===== src/rtl/xed_pkg.sv =====
package xed_pkg;

  localparam int MaxResults = 5;
  localparam int PendMax    = 4;
  localparam int CntW       = $clog2(MaxResults + 1);

  localparam logic [7:0] CH_AMP  = 8'h26;
  localparam logic [7:0] CH_SEMI = 8'h3b;

  typedef enum logic [3:0] {
    ST_IDLE = 4'd0,
    ST_SEEN = 4'd1,
    ST_L    = 4'd2,
    ST_LT   = 4'd3,
    ST_G    = 4'd4,
    ST_GT   = 4'd5,
    ST_A    = 4'd6,
    ST_AM   = 4'd7,
    ST_AMP  = 4'd8,
    ST_AP   = 4'd9,
    ST_APO  = 4'd10,
    ST_APOS = 4'd11,
    ST_Q    = 4'd12,
    ST_QU   = 4'd13,
    ST_QUO  = 4'd14,
    ST_QUOT = 4'd15
  } st_t;

  typedef struct packed {
    logic [MaxResults-1:0][7:0] bytes;
    logic [CntW-1:0]            cnt;
    logic                       has;
    logic                       last;
  } res_t;

  typedef struct packed {
    logic       ok;
    logic [3:0] nxt;
  } edge_t;

  function automatic logic [2:0] pend_len(input st_t s);
    case (s)
      ST_L, ST_G, ST_A, ST_Q:              pend_len = 3'd1;
      ST_LT, ST_GT, ST_AM, ST_AP, ST_QU:   pend_len = 3'd2;
      ST_AMP, ST_APO, ST_QUO:              pend_len = 3'd3;
      ST_APOS, ST_QUOT:                    pend_len = 3'd4;
      default:                             pend_len = 3'd0;
    endcase
  endfunction

  function automatic logic [PendMax-1:0][7:0] pend_text(input st_t s);
    logic [PendMax-1:0][7:0] t;
    t = '0;
    case (s)
      ST_L:    t[0] = "l";
      ST_LT:   begin t[0] = "l"; t[1] = "t"; end
      ST_G:    t[0] = "g";
      ST_GT:   begin t[0] = "g"; t[1] = "t"; end
      ST_A:    t[0] = "a";
      ST_AM:   begin t[0] = "a"; t[1] = "m"; end
      ST_AMP:  begin t[0] = "a"; t[1] = "m"; t[2] = "p"; end
      ST_AP:   begin t[0] = "a"; t[1] = "p"; end
      ST_APO:  begin t[0] = "a"; t[1] = "p"; t[2] = "o"; end
      ST_APOS: begin t[0] = "a"; t[1] = "p"; t[2] = "o"; t[3] = "s"; end
      ST_Q:    t[0] = "q";
      ST_QU:   begin t[0] = "q"; t[1] = "u"; end
      ST_QUO:  begin t[0] = "q"; t[1] = "u"; t[2] = "o"; end
      ST_QUOT: begin t[0] = "q"; t[1] = "u"; t[2] = "o"; t[3] = "t"; end
      default: t = '0;
    endcase
    return t;
  endfunction

  // character for a complete name on ';', zero otherwise
  function automatic logic [7:0] term_char(input st_t s);
    case (s)
      ST_LT:   term_char = "<";
      ST_GT:   term_char = ">";
      ST_AMP:  term_char = "&";
      ST_APOS: term_char = 8'h27;
      ST_QUOT: term_char = 8'h22;
      default: term_char = 8'h00;
    endcase
  endfunction

  function automatic edge_t next_edge(input st_t s, input logic [7:0] b);
    edge_t e;
    e = '0;
    case (s)
      ST_SEEN: begin
        if (b == "l") e = '{1'b1, ST_L};
        else if (b == "g") e = '{1'b1, ST_G};
        else if (b == "a") e = '{1'b1, ST_A};
        else if (b == "q") e = '{1'b1, ST_Q};
      end
      ST_L:   if (b == "t") e = '{1'b1, ST_LT};
      ST_G:   if (b == "t") e = '{1'b1, ST_GT};
      ST_A: begin
        if (b == "m") e = '{1'b1, ST_AM};
        else if (b == "p") e = '{1'b1, ST_AP};
      end
      ST_AM:  if (b == "p") e = '{1'b1, ST_AMP};
      ST_AP:  if (b == "o") e = '{1'b1, ST_APO};
      ST_APO: if (b == "s") e = '{1'b1, ST_APOS};
      ST_Q:   if (b == "u") e = '{1'b1, ST_QU};
      ST_QU:  if (b == "o") e = '{1'b1, ST_QUO};
      ST_QUO: if (b == "t") e = '{1'b1, ST_QUOT};
      default: e = '0;
    endcase
    return e;
  endfunction

endpackage


===== src/rtl/xed_decode.sv =====
module xed_decode (
  input  xed_pkg::st_t  st,
  input  logic [7:0]    b,
  input  logic          last,
  output xed_pkg::st_t  st_next,
  output xed_pkg::res_t res
);
  import xed_pkg::*;

  logic [PendMax-1:0][7:0]    pend;
  logic [PendMax-1:0][7:0]    pend2;
  logic [2:0]                 plen;
  logic [7:0]                 term;
  edge_t                      e;
  st_t                        ns;
  logic [MaxResults-1:0][7:0] lst;
  logic [CntW-1:0]            n;
  logic                       has;

  always_comb begin
    pend  = pend_text(st);
    plen  = pend_len(st);
    term  = term_char(st);
    e     = next_edge(st, b);
    lst   = '0;
    n     = '0;
    ns    = st;
    has   = 1'b1;
    pend2 = '0;

    if (st == ST_IDLE) begin
      if (b == CH_AMP) begin
        ns = ST_SEEN;
      end else begin
        lst[0] = b;
        n      = CntW'(1);
      end
    end else if (term != 8'h00 && b == CH_SEMI) begin
      lst[0] = term;
      n      = CntW'(1);
      ns     = ST_IDLE;
    end else if (e.ok) begin
      ns = st_t'(e.nxt);
    end else begin
      // broken prefix: drop the ampersand, replay the letters
      for (int k = 0; k < PendMax; k++) begin
        lst[k] = pend[k];
      end
      n  = CntW'(plen);
      ns = ST_IDLE;
      if (b == CH_AMP) begin
        ns = ST_SEEN;
      end else begin
        lst[plen] = b;
        n         = CntW'(plen + 3'd1);
      end
    end

    if (last) begin
      pend2 = pend_text(ns);
      if (n == '0) begin
        for (int k = 0; k < PendMax; k++) begin
          lst[k] = pend2[k];
        end
        n = CntW'(pend_len(ns));
      end
      ns = ST_IDLE;
      if (n == '0) begin
        n   = CntW'(1);
        has = 1'b0;
      end
    end

    st_next   = ns;
    res.bytes = lst;
    res.cnt   = n;
    res.has   = has;
    res.last  = last;
  end

endmodule


===== src/rtl/xed_queue.sv =====
module xed_queue (
  input  logic                    clk,
  input  logic                    rst,
  input  logic                    load,
  input  xed_pkg::res_t           ld,
  input  logic                    out_ready,
  output logic                    out_valid,
  output logic [7:0]              out_byte,
  output logic                    has_byte,
  output logic                    run_last,
  output logic                    text_end,
  output logic [xed_pkg::CntW-1:0] cnt
);
  import xed_pkg::*;

  logic [MaxResults-1:0][7:0] bytes;
  logic                       has;
  logic                       last;

  always_ff @(posedge clk) begin
    if (rst) begin
      cnt <= '0;
    end else if (load) begin
      cnt <= ld.cnt;
    end else if (cnt != '0 && out_ready) begin
      cnt <= cnt - CntW'(1);
    end
  end

  always_ff @(posedge clk) begin
    if (load) begin
      bytes <= ld.bytes;
      has   <= ld.has;
      last  <= ld.last;
    end else if (cnt != '0 && out_ready) begin
      bytes <= {8'h00, bytes[MaxResults-1:1]};
    end
  end

  assign out_valid = (cnt != '0);
  assign out_byte  = bytes[0];
  assign has_byte  = has;
  assign run_last  = (cnt == CntW'(1));
  assign text_end  = (cnt == CntW'(1)) && last;

endmodule


===== src/rtl/xml_entity_decoder.sv =====
// XML predefined entity decoder.
// Input channel (in_valid/in_ready): one text byte per transaction, with
// text_last marking the final byte of a text run. Output channel
// (out_valid/out_ready): one decoded byte per transaction; has_byte low
// marks a bare end of run, run_last flags the last result of an input
// transaction and text_end the last result of the run.
// The input register holds a taken byte, which is then decoded into the
// result register.
// One input byte per cycle while each byte gives at most one result and
// the receiver is ready. An input that gives more than one result (entity
// prefix replayed, or a flush at the end of a run) holds the result
// register until all are taken; a byte that extends an entity prefix
// gives none. The input register takes a further transaction while
// results wait. Reset clears the match state and empties both registers.
// When the receiver stalls the result register holds, then the input
// register fills and in_ready falls.
module xml_entity_decoder (
  input  logic       clk,
  input  logic       rst,
  input  logic       in_valid,
  output logic       in_ready,
  input  logic [7:0] in_byte,
  input  logic       text_last,
  output logic       out_valid,
  input  logic       out_ready,
  output logic [7:0] out_byte,
  output logic       has_byte,
  output logic       run_last,
  output logic       text_end
);
  import xed_pkg::*;

  logic            inv;
  logic [7:0]      ib;
  logic            il;
  st_t             st;
  st_t             st_next;
  res_t            res;
  logic [CntW-1:0] q_cnt;
  logic            adv;

  assign adv      = inv && (q_cnt == '0 || (q_cnt == CntW'(1) && out_ready));
  assign in_ready = !inv || adv;

  always_ff @(posedge clk) begin
    if (rst) begin
      inv <= 1'b0;
    end else if (in_valid && in_ready) begin
      inv <= 1'b1;
    end else if (adv) begin
      inv <= 1'b0;
    end
  end

  always_ff @(posedge clk) begin
    if (in_valid && in_ready) begin
      ib <= in_byte;
      il <= text_last;
    end
  end

  always_ff @(posedge clk) begin
    if (rst) begin
      st <= ST_IDLE;
    end else if (adv) begin
      st <= st_next;
    end
  end

  xed_decode u_decode (
    .st      (st),
    .b       (ib),
    .last    (il),
    .st_next (st_next),
    .res     (res)
  );

  xed_queue u_queue (
    .clk       (clk),
    .rst       (rst),
    .load      (adv),
    .ld        (res),
    .out_ready (out_ready),
    .out_valid (out_valid),
    .out_byte  (out_byte),
    .has_byte  (has_byte),
    .run_last  (run_last),
    .text_end  (text_end),
    .cnt       (q_cnt)
  );

  a_marker_ends : assert property (@(posedge clk) disable iff (rst)
    out_valid && !has_byte |-> run_last && text_end)
    else $error("bare end marker not flagged as last");

  a_run_end_idle : assert property (@(posedge clk) disable iff (rst)
    adv && il |=> st == ST_IDLE)
    else $error("match state not idle after end of run");

  a_drain : assert property (@(posedge clk) disable iff (rst)
    out_ready && q_cnt > CntW'(1) |=> q_cnt == $past(q_cnt) - CntW'(1))
    else $error("result register did not drain by one");

  a_cnt_range : assert property (@(posedge clk) disable iff (rst)
    q_cnt <= CntW'(MaxResults))
    else $error("result count out of range");

endmodule

===== config.mk =====
export PLATFORM = sky130hd
export DESIGN_NAME = xml_entity_decoder
export DESIGN_NICKNAME = d
export VERILOG_FILES = /design/src/rtl/xed_pkg.sv /design/src/rtl/xed_decode.sv /design/src/rtl/xed_queue.sv /design/src/rtl/xml_entity_decoder.sv
export SDC_FILE = /design/constraint.sdc
export NUM_CORES = 1
export LEC_CHECK = 0
export ABC_AREA = 1
export ABC_CLOCK_PERIOD_IN_PS = 3300
export BUFFER_PORTS_ARGS = -buffer_cell sky130_fd_sc_hd__buf_2
export CORE_MARGIN = 8
export CORE_UTILIZATION = 50
export DETAILED_ROUTE_END_ITERATION = 8
export PLACE_DENSITY = 0.7
export SYNTH_ARGS = -nofsm -noshare
export SYNTH_HDL_FRONTEND = slang
export SYNTH_HIERARCHICAL = 1
export SYNTH_SLANG_ARGS = --single-unit

===== constraint.sdc =====
create_clock -name clk -period 3.3 [get_ports clk]
set_input_delay 0.495 -clock clk [delete_from_list [all_inputs] [get_ports clk]]
set_output_delay 0.495 -clock clk [all_outputs]
set_load 0.01 [all_outputs]

==> flow_summary.json <==
{
  "whs_endpoint": "ib[0]",
  "pin_count": 26,
  "critical_path.max_stage_delay_ps": 370,
  "port_buffers": 25,
  "final.setup.tns_ps": 0,
  "clk_latency_ps": 350,
  "coreArea_sq_mm": 0.009240,
  "netlist_instances": 668,
  "slowest_stage": "dfxtp_4",
  "die_w_um": 113.7,
  "met3_length_mm": 1.041,
  "overflow": 0,
  "setup_violations": 0,
  "crit_family": "simple AND/OR/NAND/NOR gates",
  "drive_above_1_share_pct": 22.76,
  "worst_pin_slew_ps": 969.5,
  "rr_startpoint": "st[1]",
  "rows": 35,
  "async_flop_share_pct": 0,
  "hpwl_mm": 10.71,
  "drc": 0,
  "grt_pass1_wl_mm": 22.47,
  "drt_wl_total_mm": 13.98,
  "syn_area_sq_mm": 0.004775,
  "yosys.cell_types.count": 49,
  "grt_max_degree": 48,
  "final_antenna_net_count": 0,
  "hold_class": "input pin to flop",
  "area_growth_pct": 16.30,
  "syn_area_per_cell_sq_um": 7.148,
  "gp_congestion": 1.089,
  "period_share_pct": 95.37,
  "final_util_pct": 60.09,
  "wl_met2_mm": 6.566,
  "crit_top_cell": "nand2_1",
  "finalCriticalPeriod_ps": 3147,
  "reg2reg_slack_ps": 150,
  "dieArea_sq_mm": 0.01293,
  "root_buffer": "clkbuf_8",
  "fin_skew_ps": 13.74,
  "dp_cells": 834,
  "finalNonFillerCells": 854,
  "outcome": "complete, no violations",
  "track_usage_pct": 22.03,
  "ys_ff_latch": 59,
  "dr.pass1.iters": 5,
  "relSlewSlack_pct": 35.36,
  "fp.dieH_um": 113.7,
  "clk_pin_slew_ps": 70,
  "ys.flop_type": "edfxtp_1",
  "synth_edf_count": 51,
  "layout_common_cells": "nand2_1 (226), inv_1 (70), nor2_1 (64), edfxtp_1 (51), buf_4 (35)",
  "nets": 747,
  "cp_cell_sequence": "inv_2, ha_4, inv_1, nor2_2, nand3_1, nand2_2, nor2_4, nand4_1, nand2_1, nand2_1, nand2_2, buf_4, ha_1, o21ai_0, nand4_1, nor2_1, a21oi_1, nand2_1, nand2_1",
  "worst-path-buf-inv": 3,
  "antenna_found_initial": 0,
  "hold_depth": 1,
  "finalPower_uw": 4333,
  "viasPerCell": 5.378,
  "synth.largest_area_cell": "edfxtp_1",
  "reg2reg_depth": 19,
  "cp.arrival_ps": 3250,
  "cts_htree_levels": 3,
  "diodes": 0,
  "seq_area_frac_synth_pct": 35.43,
  "cts_inserted_buffers": 9,
  "synth_area_leaders": "edfxtp_1 (32%), nand2_1 (18%), inv_1 (5.8%)",
  "cts.path.max_buffers": 2,
  "final_common_cell": "nand2_1",
  "slew_viol_final": 0,
  "synthDominantCellAreaShare_pct": 32.08,
  "cp-end-kind": "flop",
  "initial_utilization_pct": 51.67,
  "crit_type": "flop to flop",
  "power_leakage_uw": 0.002780,
  "rsz0062_at_grt": "false",
  "rr_endpoint": "u_queue/out_byte[6]",
  "maxCapViolations": 0,
  "wl_per_cell_um": 16.37,
  "wirelength_met1_mm": 5.991,
  "ys_warn_count": 6,
  "vdd_drop_max_mv": 0.5668,
  "syn-num-nets": 695,
  "drt_iter0_drc": 489,
  "start_kind": "flop",
  "fmax_ghz": 0.3177,
  "hold_start": "in_byte[0]",
  "cts_tree": "done",
  "cts.sinks": 59,
  "grt_pass1_vias": 4368,
  "power.density_mw_per_mm2": 780.3,
  "routed.top_layer": "met4",
  "critical_path_peak_fanout": 4,
  "crit_required_ps": 3400,
  "hold_violations": 0,
  "vias": 4593
}
report_power, final:
group | switching, uW | leakage (uW) | total (uW) | internal, uW
Combinational | 1500 | 0.00211 | 2250 | 756
Sequential | 105 | 0.000561 | 1270 | 1160
Clock | 309 | 0.000111 | 809 | 500
worst max-delay path by stage:
stage / from / endpoint / slack [ps] / cells past startpoint
floorplan: st[0] / u_queue/out_byte[6] / 100 / 24
global placement: ib[4] / u_queue/out_byte[6] / 10 / 23
detailed placement: st[1] / u_queue/out_byte[6] / -80 / 23
CTS: st[1] / u_queue/out_byte[6] / 40 / 23
global route: ib[0] / u_queue/bytes[13] / 4 / 22
finish: st[1] / u_queue/out_byte[6] / 150 / 19
Yosys cell counts (7+ instances only):
| cell | count |
|---|---|
| o21ai_0 | 22 |
| nand2_4 | 7 |
| ha_1 | 14 |
| dfxtp_1 | 8 |
| nor2_1 | 70 |
| nand4_1 | 16 |
| edfxtp_1 | 51 |
| nand2_1 | 231 |
| inv_2 | 14 |
| buf_2 | 7 |
| buf_4 | 11 |
| nor3_1 | 8 |
| a21oi_1 | 25 |
| nand2_2 | 10 |
| nand3_1 | 34 |
| inv_1 | 74 |
final cells by class:
type                    count  area [sq um]
fillers                   872          3687
multi-input cells         498          2683
flip-flops and latches     59          1699
repair buffers             62         419.2
inverters                  90         357.8
well taps                 129         161.4
clock buffers              11         131.4
clock inverters             5         101.3
flip-flops by register name (all words and copies together), names as in the netlist:
name and flops:
ib 8, il 1, inv 1, st 4
u_queue/bytes 32, u_queue/cnt 3, u_queue/has_byte 1, u_queue/last 1
u_queue/out_byte 8
stage by stage:
stage	instance area, sq um	setup slack (ps)	hold WS, ps
6_report	5553	152.6	318.7
3_3_place_gp	5156	12.17	493.6
3_5_place_dp	5156	-77.86	497.8
4_1_cts	5394	39.09	308.3
5_1_grt	5553	3.857	305.2
2_1_floorplan	4775	101.5	487.4
metal layers:
metal  vias up  GRT usage, %
met3        30         5.283
met5         -             0
met1      2104         27.95
met4         0         8.526
met2       188         35.35
li1       2271             -
logic make-up (layout without fill, tap and decap cells):
group	after synthesis	in the layout	share of synthesized area, %
buffers and inverters	111	168	10.64
AO/OA/AOI/OAI	76	76	9.513
multiplexers	1	1	0.2097
XOR/XNOR	1	1	0.1835
flip-flops	59	59	35.43
adder cells (fa/ha/maj)	14	14	3.669
AND/OR/NAND/NOR	406	406	40.36
what timing repair did:
item / in CTS / in global routing
pin swaps: 0 / 8
hold buffers: 0 / 0
endpoints found under the setup margin: 6 / 14
resized for setup: 4 / 37
setup buffers: 0 / 4
No activity file was read; power rests on OpenSTA's default activity.
